$ cat src/rtl/core/pst_pkg.sv
// Package for the prime sieve table: action codes, default map size and the
// command and status structs between the controller and the datapath.
// No dependencies.
`timescale 1ns / 1ps

package pst_pkg;

	localparam int unsigned MAP_SIZE_DEF = 131072;
	localparam int unsigned LIM_W        = 17;
	localparam int unsigned LIMIT_RESET  = 131071;

	typedef enum logic {
		ACT_BUILD = 1'b0,
		ACT_QUERY = 1'b1
	} pst_action_t;

	typedef enum logic [2:0] {
		ST_IDLE,
		ST_QRESP,
		ST_FILL,
		ST_SCAN_RD,
		ST_SCAN_CHK,
		ST_CLEAR,
		ST_BDONE
	} pst_state_t;

	// Commands from the controller to the datapath.
	typedef struct packed {
		logic init_fill;    // start the fill counter at zero
		logic fill_wr;      // write the fill value and advance
		logic init_scan;    // p = 2, square = 4
		logic rd_p;         // read the map entry of p
		logic start_clear;  // start clearing at p*p
		logic clear_wr;     // clear one multiple and step by p
		logic next_p;       // advance to the next candidate
		logic q_rd;         // read the entry of the queried value
		logic load_out;     // load the output register
		logic out_build;    // the loaded word acknowledges a build
	} pst_cmd_t;

	// Status from the datapath to the controller.
	typedef struct packed {
		logic fill_last;  // fill counter sits on the last covered value
		logic sq_over;    // p*p lies beyond the covered range
		logic x_over;     // clear pointer lies beyond the covered range
		logic map_bit;    // registered map read data
		logic out_free;   // output register can take a word this cycle
	} pst_status_t;

endpackage

$ cat src/rtl/core/pst_ctrl.sv
// Controller state machine for the prime sieve table.
// Depends on pst_pkg for state, command and status types.
`timescale 1ns / 1ps

module pst_ctrl (
	input  logic                clk,
	input  logic                arst_n,
	input  logic                in_valid,
	input  logic                in_action,
	output logic                in_ready,
	input  pst_pkg::pst_status_t sts,
	output pst_pkg::pst_cmd_t    cmd
);

	pst_pkg::pst_state_t state_q, state_d;

	always_ff @(posedge clk or negedge arst_n) begin
		if (!arst_n) begin
			state_q <= pst_pkg::ST_IDLE;
		end else begin
			state_q <= state_d;
		end
	end

	always_comb begin
		state_d  = state_q;
		cmd      = '0;
		in_ready = 1'b0;
		unique case (state_q)
			pst_pkg::ST_IDLE: begin
				in_ready = 1'b1;
				if (in_valid) begin
					if (in_action == pst_pkg::ACT_BUILD) begin
						cmd.init_fill = 1'b1;
						state_d       = pst_pkg::ST_FILL;
					end else begin
						cmd.q_rd = 1'b1;
						state_d  = pst_pkg::ST_QRESP;
					end
				end
			end
			pst_pkg::ST_QRESP: begin
				if (sts.out_free) begin
					cmd.load_out = 1'b1;
					state_d      = pst_pkg::ST_IDLE;
				end
			end
			pst_pkg::ST_FILL: begin
				cmd.fill_wr = 1'b1;
				if (sts.fill_last) begin
					cmd.init_scan = 1'b1;
					state_d       = pst_pkg::ST_SCAN_RD;
				end
			end
			pst_pkg::ST_SCAN_RD: begin
				if (sts.sq_over) begin
					state_d = pst_pkg::ST_BDONE;
				end else begin
					cmd.rd_p = 1'b1;
					state_d  = pst_pkg::ST_SCAN_CHK;
				end
			end
			pst_pkg::ST_SCAN_CHK: begin
				if (sts.map_bit) begin
					cmd.start_clear = 1'b1;
					state_d         = pst_pkg::ST_CLEAR;
				end else begin
					cmd.next_p = 1'b1;
					state_d    = pst_pkg::ST_SCAN_RD;
				end
			end
			pst_pkg::ST_CLEAR: begin
				if (sts.x_over) begin
					cmd.next_p = 1'b1;
					state_d    = pst_pkg::ST_SCAN_RD;
				end else begin
					cmd.clear_wr = 1'b1;
				end
			end
			pst_pkg::ST_BDONE: begin
				if (sts.out_free) begin
					cmd.load_out  = 1'b1;
					cmd.out_build = 1'b1;
					state_d       = pst_pkg::ST_IDLE;
				end
			end
			default: begin
				state_d = pst_pkg::ST_IDLE;
			end
		endcase
	end

	// A build always starts with the fill sweep.
	a_build_fills: assert property (@(posedge clk) disable iff (!arst_n)
		(state_q == pst_pkg::ST_IDLE && in_valid && in_action == pst_pkg::ACT_BUILD)
		|=> state_q == pst_pkg::ST_FILL)
		else $error("build did not enter fill");

	// The clear loop is only entered after a map read came back prime.
	a_clear_after_prime: assert property (@(posedge clk) disable iff (!arst_n)
		cmd.start_clear |-> (state_q == pst_pkg::ST_SCAN_CHK && sts.map_bit))
		else $error("clear started without a prime candidate");

	// Input words are only taken while idle.
	a_ready_when_idle: assert property (@(posedge clk) disable iff (!arst_n)
		in_ready |-> state_q == pst_pkg::ST_IDLE)
		else $error("input ready outside idle");

endmodule

$ cat config.mk
export PLATFORM = sky130hd
export DESIGN_NAME = pst_ctrl
export DESIGN_NICKNAME = d
export VERILOG_FILES = /design/src/rtl/core/pst_pkg.sv /design/src/rtl/core/pst_ctrl.sv
export SDC_FILE = /design/constraint.sdc
export NUM_CORES = 1
export LEC_CHECK = 0
export BUFFER_PORTS_ARGS = -buffer_cell sky130_fd_sc_hd__buf_2
export CAP_MARGIN = 20
export CORE_AREA = 2 2 39 41
export CTS_BUF_LIST = sky130_fd_sc_hd__clkbuf_8
export CTS_CLUSTER_DIAMETER = 150
export DETAILED_ROUTE_END_ITERATION = 6
export DIE_AREA = 0 0 41 43
export HOLD_SLACK_MARGIN = 0.05
export SLEW_MARGIN = 20
export SYNTH_ARGS = -nofsm -noshare
export SYNTH_HDL_FRONTEND = slang
export SYNTH_SLANG_ARGS = --single-unit
$ cat constraint.sdc
create_clock -name clk -period 2.85 [get_ports clk]
set_clock_uncertainty 0.1 [all_clocks]
set_input_delay 0.57 -clock clk [delete_from_list [all_inputs] [get_ports clk]]
set_output_delay 0.57 -clock clk [all_outputs]
set_load 0.02 [all_outputs]
==> summary.md, run 1 <==
| Metric | Value |
|---|---|
| Run status | `complete, no violations` |
| CTS H-tree lvls | `1` |
| Die width | `41 um` |
| FP Rows | `14` |
| Max frequency | `between 400 and 500 MHz` |
| Clk network pwr share | `0.230` |
| Clock tree buffer depth | `2` |
| ANT cells | `0` |
| Crit. End Element | `output pin` |
| Critical path cell sequence | `or2b_1 > o21a_1 > nor2_1 > buf_2` |
| Setup_tns | `0 ns` |
| Slew Limit Fails | `0` |
| Buffers plus inverters on the worst setup path | `1` |
| Max reg flops | `3` |
| Reg power frac | `0.260` |
| Cts hold-fix bufs | `1` |
| DPL Wire Length | `624.7 um` |
| Worst R2R Path Depth | `3` |
| Crit Path Class | `register to output pin` |
| Synth Area in Compound Gates | `0.1861` |
| P_sw | `~0.00024 W` |
| Logic pwr share | `0.510` |
| Critical path depth | `4` |
| Final min period | `around 2.2 ns` |
| Mapped Cells | `between 40 and 50` |
| XOR/XNOR Fraction of Synth Area | `0` |
| Worst path slowest cell | `dfrtp_1` |
| DIE AREA | `roughly 1800 um^2` |
| Vias in the first global route | `around 320` |
| CP Data Arrival Time | `1.50 ns` |
| Pin count of the biggest net entering global routing | `16` |
| Synthesized Nets | `55` |
| Postcts setup bufs | `0` |
| Final Hold Vio Count | `0` |
| Final wirelength | `860 um` |
| Syn Area/Cell | `7.453 um^2` |
| Ratio of cells with drive above 1 in the final layout | `0.3731` |
| Total CTS buffers | `3` |
| Gr usage total | `0.1006` |
| Max incr delay on CP | `approximately 0.58 ns` |
| Clock Tree Root | `clkbuf_8` |
| Post-synthesis mux area share | `0.02920` |
| Simple-gate share of the synthesized area | `0.4854` |
| WP data required | `between 2 and 2.5 ns` |
| Peak supply drop | `about 0.45 mV` |
| Total power | `0.0005220 W` |
| Antenna viol nets, final | `0` |
| PostCTS Resize Cnt | `0` |
| Main combinational cell family by area after synthesis | `simple AND/OR/NAND/NOR gates` |
| Die H | `~43 um` |
| CTS sink cnt | `3` |
| I/O Buffers | `19` |
| DR vias | `around 390` |
| Core footprint | `1384 um^2` |
| Min-Delay Path Class | `input port to asynchronous set/reset pin` |
| DR WL/cell | `~10 um` |
| First-pass GRT wire length | `around 1200 um` |
| Leak | `around 0.25 nW` |
| R2r setup slk | `1.38 ns` |
| Largest reg by FF count | `state_q` |
| Clk_lat worst skew | `roughly 0.22 ns` |
| Biggest regs | `state_q: 3 flops` |
| Setup crit start kind | `register` |
| P&R area growth vs syn | `43.80%` |
| Antenna violations before repair | `0` |
| Max-Cap Viols | `0` |
| Cell Pwr Density | `approximately 1100 nW/um^2` |
| Family with the most delay on the worst path | `flip-flops` |
| Adder-cell share of the synthesized area | `0` |
| Cell Int Power | `between 0.0002 and 0.0003 W` |
| Nets | `77` |
| Slew HR | `0.7069` |
| Grt total ovfl | `0` |
| RSZ-0062 raised after global routing | `false` |
| Global placer's final weighted congestion | `~0.75` |
| Ports | `20` |
| Final worst path period share | `0.7629` |
| Seq/Total Area, Yosys | `0.2190` |
| TritonCTS clock tree | `done` |
| Crit-path max FO | `15` |
| Drt initial violations | `8` |
| 1st-pass router iterations | `2` |
| Worst Tran Pin Value | `approximately 0.44 ns` |
| Finish-stage setup viols | `0` |
| Clock Pin Slew Worst Setup and Hold Paths | `roughly 0.03 ns` |
| Via/cell ratio | `approximately 4.7` |
| Initial Util | `0.2477` |
| Inst Count DP | `78` |
| Crit path launch | `state_q[0]` |
| Syn Std Cell Area | `~340 um^2` |
| Final routed DRC violation total | `0` |
| Worst reg2reg startpoint | `state_q[2]` |
| Synth Warn # | `0` |
| Net Sw Frac | `0.4648` |
| Reg-to-reg endpoint | `state_q[1]` |
| Seq cells post-synth | `3` |
| Most frequent cells in the layout | `buf_2, nor2_1` |
| Synth unique cells | `27` |
| Final cell count without fillers | `a little over 80` |
| Most common cell after layout, fill and taps aside | `buf_2` |
[how the worst max path moves through the flow]
stage / to / slack, ns
2_1_floorplan: cmd[7] / 0.83
3_3_place_gp: cmd[1] / 0.94
3_5_place_dp: cmd[1] / 0.92
4_1_cts: cmd[1] / 0.68
5_1_grt: cmd[1] / 0.61
6_report: cmd[1] / 0.68
[power by group through the flow]
stage	registers (W)	logic, W	clock network (W)
finish	0.000136	0.000266	0.000120
CTS	0.000134	0.000269	0.000122
detailed placement	0.000134	0.000267	0
global route	0.000142	0.000294	0.000126
global placement	0.000131	0.000267	0
floorplan	0.0000819	0.000265	0
[layout make-up]
class | count | area [um^2]
sequential | 3 | 75.07
fill | 163 | 890.9
clock inverter | 1 | 3.754
tap | 16 | 20.02
clock buffer | 3 | 41.29
multi-input combinational | 38 | 240.2
inverter | 2 | 7.507
timing repair buffer | 20 | 105.1
[synthesized netlist by cell type (all sizes together)]
cell	number	share of area
nand3b	3	0.066
nand2	1	0.011
nor2b	1	0.018
inv	2	0.022
or4	1	0.022
mux2i	1	0.029
buf	3	0.058
a31o	2	0.051
dfrtp	3	0.22
a21oi	3	0.044
o311ai	1	0.026
or2b	1	0.022
nor4	2	0.055
nor3	3	0.058
nor3b	1	0.022
and2	1	0.018
o21a	1	0.022
nand2b	1	0.018
and3	1	0.018
and2b	1	0.022
o21ai	3	0.044
and4bb	1	0.036
nor2	9	0.099
[per-stage QoR]
| step | util | setup WS, ns | hold WS, ns | instance area, um^2 |
|---|---|---|---|---|
| after floorplan | - | 0.8333 | 0.1744 | 342.8 |
| after global placement | 0.3165 | 0.9447 | 0.2700 | 437.9 |
| after detailed placement | 0.3165 | 0.9186 | 0.2696 | 437.9 |
| after CTS | 0.3562 | 0.6799 | 0.5755 | 493.0 |
| after global routing | 0.3562 | 0.6057 | 0.6029 | 493.0 |
| final | 0.3562 | 0.6756 | 0.5743 | 493.0 |
[cell families after synthesis]
kind of cell           after synthesis
AO/OA/AOI/OAI                       10
multiplexers                         1
AND/OR/NAND/NOR                     27
buffers and inverters                5
flip-flops                           3
[metal layers]
layer,global-route usage,share of wire,vias to the layer above
met4,0.04000,0,0
li1,-,-,208
met3,0.01571,0.080,0
met1,0.1294,0.49,169
met5,0,0,-
met2,0.1594,0.43,15
No activity file was read; power rests on OpenSTA's default activity.
==> run 2: changes to the inputs <==
- clock period: 2.85 -> 1.9 ns (I/O delays scaled with it)
==> summary.md, run 2 (same netlist as run 1, synthesis figures left out) <==
| Metric | Value |
|---|---|
| Run status | `complete, no violations` |
| Peak supply drop | `0.8953 mV (+98%)` |
| 1st-pass router iterations | `3 (+1)` |
| Clk_lat worst skew | `0.21 ns (about the same)` |
| Via/cell ratio | `4.705 (-0.39%)` |
| P&R area growth vs syn | `55.84%` |
| Final min period | `~1.8 ns` |
| Vias in the first global route | `365 (+16%)` |
| DIE AREA | `1763 um^2 (unchanged)` |
| CTS sink cnt | `3 (unchanged)` |
| Max frequency | `between 500 and 600 MHz` |
| TritonCTS clock tree | `done` |
| Total CTS buffers | `3 (unchanged)` |
| Clock Pin Slew Worst Setup and Hold Paths | `0.03 ns (about the same)` |
| Post-route design area | `534.3 um^2 (+8.4%)` |
| Final worst path period share | `0.9531` |
| Grt total ovfl | `0 (unchanged)` |
| Core footprint | `1384 um^2 (unchanged)` |
| FP Rows | `14 (unchanged)` |
| Min-Delay Path Class | `input port to asynchronous set/reset pin` |
| Die H | `43 um (unchanged)` |
| Max reg flops | `3 (unchanged)` |
| ANT cells | `0 (unchanged)` |
| Slew Limit Fails | `0 (unchanged)` |
| Dpl ws | `0.2489 ns (-0.6696 ns)` |
| Ports | `20 (unchanged)` |
| Crit Path Class | `register to output pin` |
| Family with the most delay on the worst path | `flip-flops` |
| Buffers plus inverters on the worst setup path | `2 (+1)` |
| I/O Buffers | `19 (unchanged)` |
| Max-Cap Viols | `0 (unchanged)` |
| Die width | `41 um (unchanged)` |
| Most common cell after layout, fill and taps aside | `buf_2` |
| Area after DPL | `452.9 um^2 (+3.4%)` |
| Largest reg by FF count | `state_q` |
| Max incr delay on CP | `0.43 ns (-0.15 ns)` |
| Crit-path max FO | `8 (-7)` |
| Setup crit start kind | `register` |
| Clock tree buffer depth | `2 (unchanged)` |
| Clock Tree Root | `clkbuf_8` |
| Cell Pwr Density | `1606 nW/um^2 (+52%)` |
| Nets | `82 (+6.5%)` |
| Register area | `78.83 um^2 (+5.0%)` |
| Area taken by multi-input logic gates | `240.2 um^2 (unchanged)` |
| Gr usage total | `0.1237 (+0.02314)` |
| Worst R2R Path Depth | `4 (+1)` |
| Core Util, Final | `0.3861 (+0.02984)` |
| R2r setup slk | `0.39 ns (-0.99 ns)` |
| Post-route setup slack | `0.08916 ns (-0.5865 ns)` |
| Fill cell count | `158 (-3.1%)` |
| Slew HR | `0.7511 (+0.04425)` |
| Drt initial violations | `6 (-2)` |
| Global placer's final weighted congestion | `0.8139 (+7.9%)` |
| Final routed DRC violation total | `0 (unchanged)` |
| Antenna violations before repair | `0 (unchanged)` |
| Final wirelength | `929 um (+8.0%)` |
| Pin count of the biggest net entering global routing | `14 (-2)` |
| RSZ-0062 raised after global routing | `true` |
| Reg-to-reg endpoint | `state_q[0]` |
| Fin Hold WS | `0.4051 ns (-0.1692 ns)` |
| First-pass GRT wire length | `1490 um (+19%)` |
| DPL Wire Length | `690 um (+10%)` |
| Ratio of cells with drive above 1 in the final layout | `0.4583 (+0.08520)` |
| Critical path cell sequence | `buf_4 > nor3_2 > and3_1 > buf_2` |
| DR vias | `414 (+5.6%)` |
| CTS H-tree lvls | `1 (unchanged)` |
| Worst reg2reg startpoint | `state_q[0]` |
| Leak | `0.2703 nW (+8.9%)` |
| Most frequent cells in the layout | `buf_2, nor2_1, buf_4` |
| Antenna viol nets, final | `0 (unchanged)` |
| Biggest regs | `state_q: 3 flops` |
| DR WL/cell | `10.56 um (+1.9%)` |
| Worst path slowest cell | `dfrtp_2` |
| Crit. End Element | `output pin` |
| Finish-stage setup viols | `0 (unchanged)` |
| CP Data Arrival Time | `1.33 ns (-0.17 ns)` |
| Initial Util | `0.2477 (unchanged)` |
| Worst Tran Pin Value | `0.3703 ns (-0.06946 ns)` |
| WP data required | `1.42 ns (-0.76 ns)` |
| Setup_tns | `0 ns (unchanged)` |
| Final Hold Vio Count | `0 (unchanged)` |
## run 2: changes by cell type in the layout (fill, tap and decap cells not counted)
cell,before,now
buf_4,0,5
dfrtp_1,3,0
dfrtp_2,0,3
## run 2: repair_timing
item,in CTS,in global routing
hold buffers,1,0
resized for setup,0,3
setup buffers,0,3
hold endpoints to repair,3,0
endpoints found under the setup margin,0,6
## run 2: power by group
group          internal, W  switching, W
Combinational     0.000238      0.000268
Sequential        0.000103     0.0000705
Clock             0.000137     0.0000413
Total             0.000478      0.000380
## run 2: final cells by class
class / count / share of cell area
tap: 16 / 0.03747
multi-input combinational: 38 / 0.4496
inverter: 2 / 0.01405
sequential: 3 / 0.1475
clock buffer: 3 / 0.07728
timing repair buffer: 25 / 0.2670
clock inverter: 1 / 0.007026
## run 2: worst max path at each step
stage / start / to / slack, ns / cells after the start
after floorplan: state_q[2] / cmd[7] / 0.07 / 2
after global placement: state_q[2] / cmd[1] / 0.26 / 4
after detailed placement: state_q[2] / cmd[1] / 0.25 / 4
after CTS: state_q[2] / cmd[1] / 0.02 / 4
after global routing: state_q[0] / cmd[2] / -0.01 / 4
final: state_q[0] / cmd[2] / 0.09 / 4
## run 2: worst register-to-register path, stage by stage, from the launching register on
cell	delay [ns]
dfrtp_2	0.43
buf_4	0.17
or4_1	0.50
o21ai_1	0.10
nor3_1	0.07
## run 2: metal layers
metal | GRT usage | share of wire | vias to the layer above
li1 | - | - | 217
met1 | 0.1650 | 0.44 | 184
met2 | 0.1781 | 0.48 | 13
met3 | 0.01571 | 0.071 | 0
met4 | 0.08000 | 0 | 0
met5 | 0 | 0 | -
## run 2: metrics by stage
stage	cells	total power, W
after floorplan	46	0.0005200
after global placement	80	0.0006331
after detailed placement	80	0.0006363
after CTS	85	0.0008244
after global routing	88	0.0009420
final	88	0.0008582
==> run 3: changes to the inputs <==
- BUFFER_PORTS_ARGS: -buffer_cell sky130_fd_sc_hd__buf_2 -> -buffer_cell sky130_fd_sc_hd__clkbuf_2
==> summary.md, run 3 (same netlist as run 1, synthesis figures left out) <==
| Metric | Value |
|---|---|
| Run status | `complete, no violations` |
| Grt met1 use | `0.1558 (-0.009204)` |
| CTS sink cnt | `3 (unchanged)` |
| Max-Cap Viols | `0 (unchanged)` |
| Post-route design area | `536.8 um^2 (+0.47%)` |
| Grt total ovfl | `0 (unchanged)` |
| Gr usage total | `0.1138 (-0.009946)` |
| ANT cells | `0 (unchanged)` |
| First-pass GRT wire length | `1393 um (-6.5%)` |
| Cell Pwr Density | `1626 nW/um^2 (+1.2%)` |
| Largest reg by FF count | `state_q` |
| Most common cell after layout, fill and taps aside | `clkbuf_2` |
| DR WL/cell | `11.09 um (+5.1%)` |
| Leak | `0.2698 nW (-0.17%)` |
| Final Hold Vio Count | `0 (unchanged)` |
| 1st-pass router iterations | `4 (+1)` |
| Total power | `0.0008730 W (+1.7%)` |
| P&R area growth vs syn | `56.57%` |
| Area after DPL | `452.9 um^2 (unchanged)` |
| Final cell count without fillers | `86 (-2.3%)` |
| Finish-stage setup viols | `0 (unchanged)` |
| Clk_lat worst skew | `0.22 ns (about the same)` |
| Core Util, Final | `0.3879 (+0.001808)` |
| Clock Tree Root | `clkbuf_8` |
| Global placer's final weighted congestion | `0.7984 (-1.9%)` |
| Most frequent cells in the layout | `clkbuf_2, nor2_1` |
| Final worst path period share | `0.9589 (+0.005795)` |
| TritonCTS clock tree | `done` |
| Drt initial violations | `8 (+2)` |
| GR Util met2 | `0.1594 (-0.01875)` |
| Cell Int Power | `0.0004740 W (-0.93%)` |
| Reg power frac | `0.202 (about the same)` |
| FP Rows | `14 (unchanged)` |
| Reg-to-reg endpoint | `state_q[1]` |
| Biggest regs | `state_q: 3 flops` |
| Ports | `20 (unchanged)` |
| Final wirelength | `954 um (+2.7%)` |
| P_sw | `0.0003989 W (+5.1%)` |
| Worst setup path endpoint | `cmd[1]` |
| Met3 Track Usage GR | `0.02618 (+0.01047)` |
| Crit path launch | `state_q[2]` |
| Core footprint | `1384 um^2 (unchanged)` |
| Clk network pwr share | `0.208 (about the same)` |
| Max frequency | `548.9 MHz (-0.60%)` |
| Worst Tran Pin Value | `0.3913 ns (+0.02101 ns)` |
| Nets | `80 (-2.4%)` |
| DIE AREA | `1763 um^2 (unchanged)` |
| I/O Buffers | `19 (unchanged)` |
| DPL Wire Length | `693.4 um (+0.49%)` |
| Slew HR | `0.7358 (-0.01526)` |
| Die width | `41 um (unchanged)` |
| Min-Delay Path Class | `input port to asynchronous set/reset pin` |
| CP Data Arrival Time | `1.34 ns (about the same)` |
| Antenna violations before repair | `0 (unchanged)` |
| Crit Path Class | `register to output pin` |
| Worst R2R Path Depth | `4 (unchanged)` |
| Grt peak-use layer | `met2` |
| Crit. End Element | `output pin` |
| Slew Limit Fails | `0 (unchanged)` |
| Final min period | `1.822 ns (+0.01101 ns)` |
| Ratio of cells with drive above 1 in the final layout | `0.4286 (-0.02976)` |
| Antenna viol nets, final | `0 (unchanged)` |
| Via/cell ratio | `5.000 (+6.3%)` |
| Worst reg2reg startpoint | `state_q[0]` |
| Die H | `43 um (unchanged)` |
| Crit-path max FO | `6 (-2)` |
| Setup crit start kind | `register` |
| DR vias | `430 (+3.9%)` |
| Total CTS buffers | `3 (unchanged)` |
| Initial Util | `0.2477 (unchanged)` |
| Final routed DRC violation total | `0 (unchanged)` |
| Clock tree buffer depth | `2 (unchanged)` |
| Vias in the first global route | `352 (-3.6%)` |
| Net Sw Frac | `0.4570 (+0.01454)` |
| CTS H-tree lvls | `1 (unchanged)` |
| Fill cell count | `153 (-3.2%)` |
| Logic pwr share | `0.589 (about the same)` |
| Inst Count DP | `80 (unchanged)` |
| WP data required | `1.42 ns (about the same)` |
| Setup_tns | `0 ns (unchanged)` |
| Pin count of the biggest net entering global routing | `14 (unchanged)` |
| Peak supply drop | `0.8552 mV (-4.5%)` |
| Clock Pin Slew Worst Setup and Hold Paths | `0.03 ns (about the same)` |
| Max reg flops | `3 (unchanged)` |
| R2r setup slk | `0.38 ns (about the same)` |
==> run 3: cell types whose count changed in the layout (fill, tap and decap cells not counted), sizes merged <==
cell          before  now
clkbuf             3   20
buf               24    4
dlymetal6s2s       0    1
==> run 3: worst min-delay path by stage <==
stage	slack (ns)	end	from	cells past startpoint
floorplan	-0.02	state_q[0]	arst_n	0
finish	0.39	state_q[1]	arst_n	2
CTS	0.39	state_q[0]	arst_n	2
global route	0.41	state_q[1]	arst_n	2
detailed placement	0.08	state_q[0]	arst_n	1
global placement	0.08	state_q[0]	arst_n	1
==> run 3: what timing repair did <==
action                                  in CTS  in global routing
hold buffers                                 1                  0
endpoints found under the setup margin       1                  5
pin swaps                                    0                  0
endpoints found under the hold margin        3                  0
buffers inserted                             0                  1
resized for setup                            1                  6
==> run 3: through the flow <==
stage                     setup slack (ns)  hold slack [ns]
after floorplan                    0.07335         -0.01559
after global placement              0.2246          0.07744
after detailed placement            0.2087          0.07824
after CTS                         0.008864           0.3887
after global routing              -0.01148           0.4074
final                              0.07815           0.3930
==> run 3: metal layers <==
metal / vias to the layer above / part of all wire
met5: - / 0
met1: 196 / 0.43
met3: 2 / 0.077
met2: 17 / 0.48
li1: 215 / -
met4: 0 / 0.010
==> run 3: cell type report <==
| class | count | area, um^2 | share of cell area |
|---|---|---|---|
| Tap cell | 16 | 20.02 | 0.03730 |
| Inverter | 2 | 7.507 | 0.01399 |
| Multi-Input combinational cell | 38 | 251.5 | 0.4685 |
| Timing Repair Buffer | 23 | 135.1 | 0.2517 |
| Sequential cell | 3 | 77.57 | 0.1445 |
| Clock buffer | 3 | 41.29 | 0.07692 |
| Clock inverter | 1 | 3.754 | 0.006993 |
==> run 3: power groups by stage <==
stage	registers, W	logic (W)	clock network, W
after floorplan	0.000123	0.000397	0
after global placement	0.000170	0.000464	0
after detailed placement	0.000169	0.000468	0
after CTS	0.000171	0.000470	0.000184
after global routing	0.000189	0.000571	0.000191
final	0.000177	0.000515	0.000182
==> run 3: critical path, cell delays in order, from the launching register on <==
cell and delay [ns]:
dfrtp_1 0.44, or2b_1 0.28, o21a_1 0.17, nor2_1 0.08, clkbuf_2 0.17
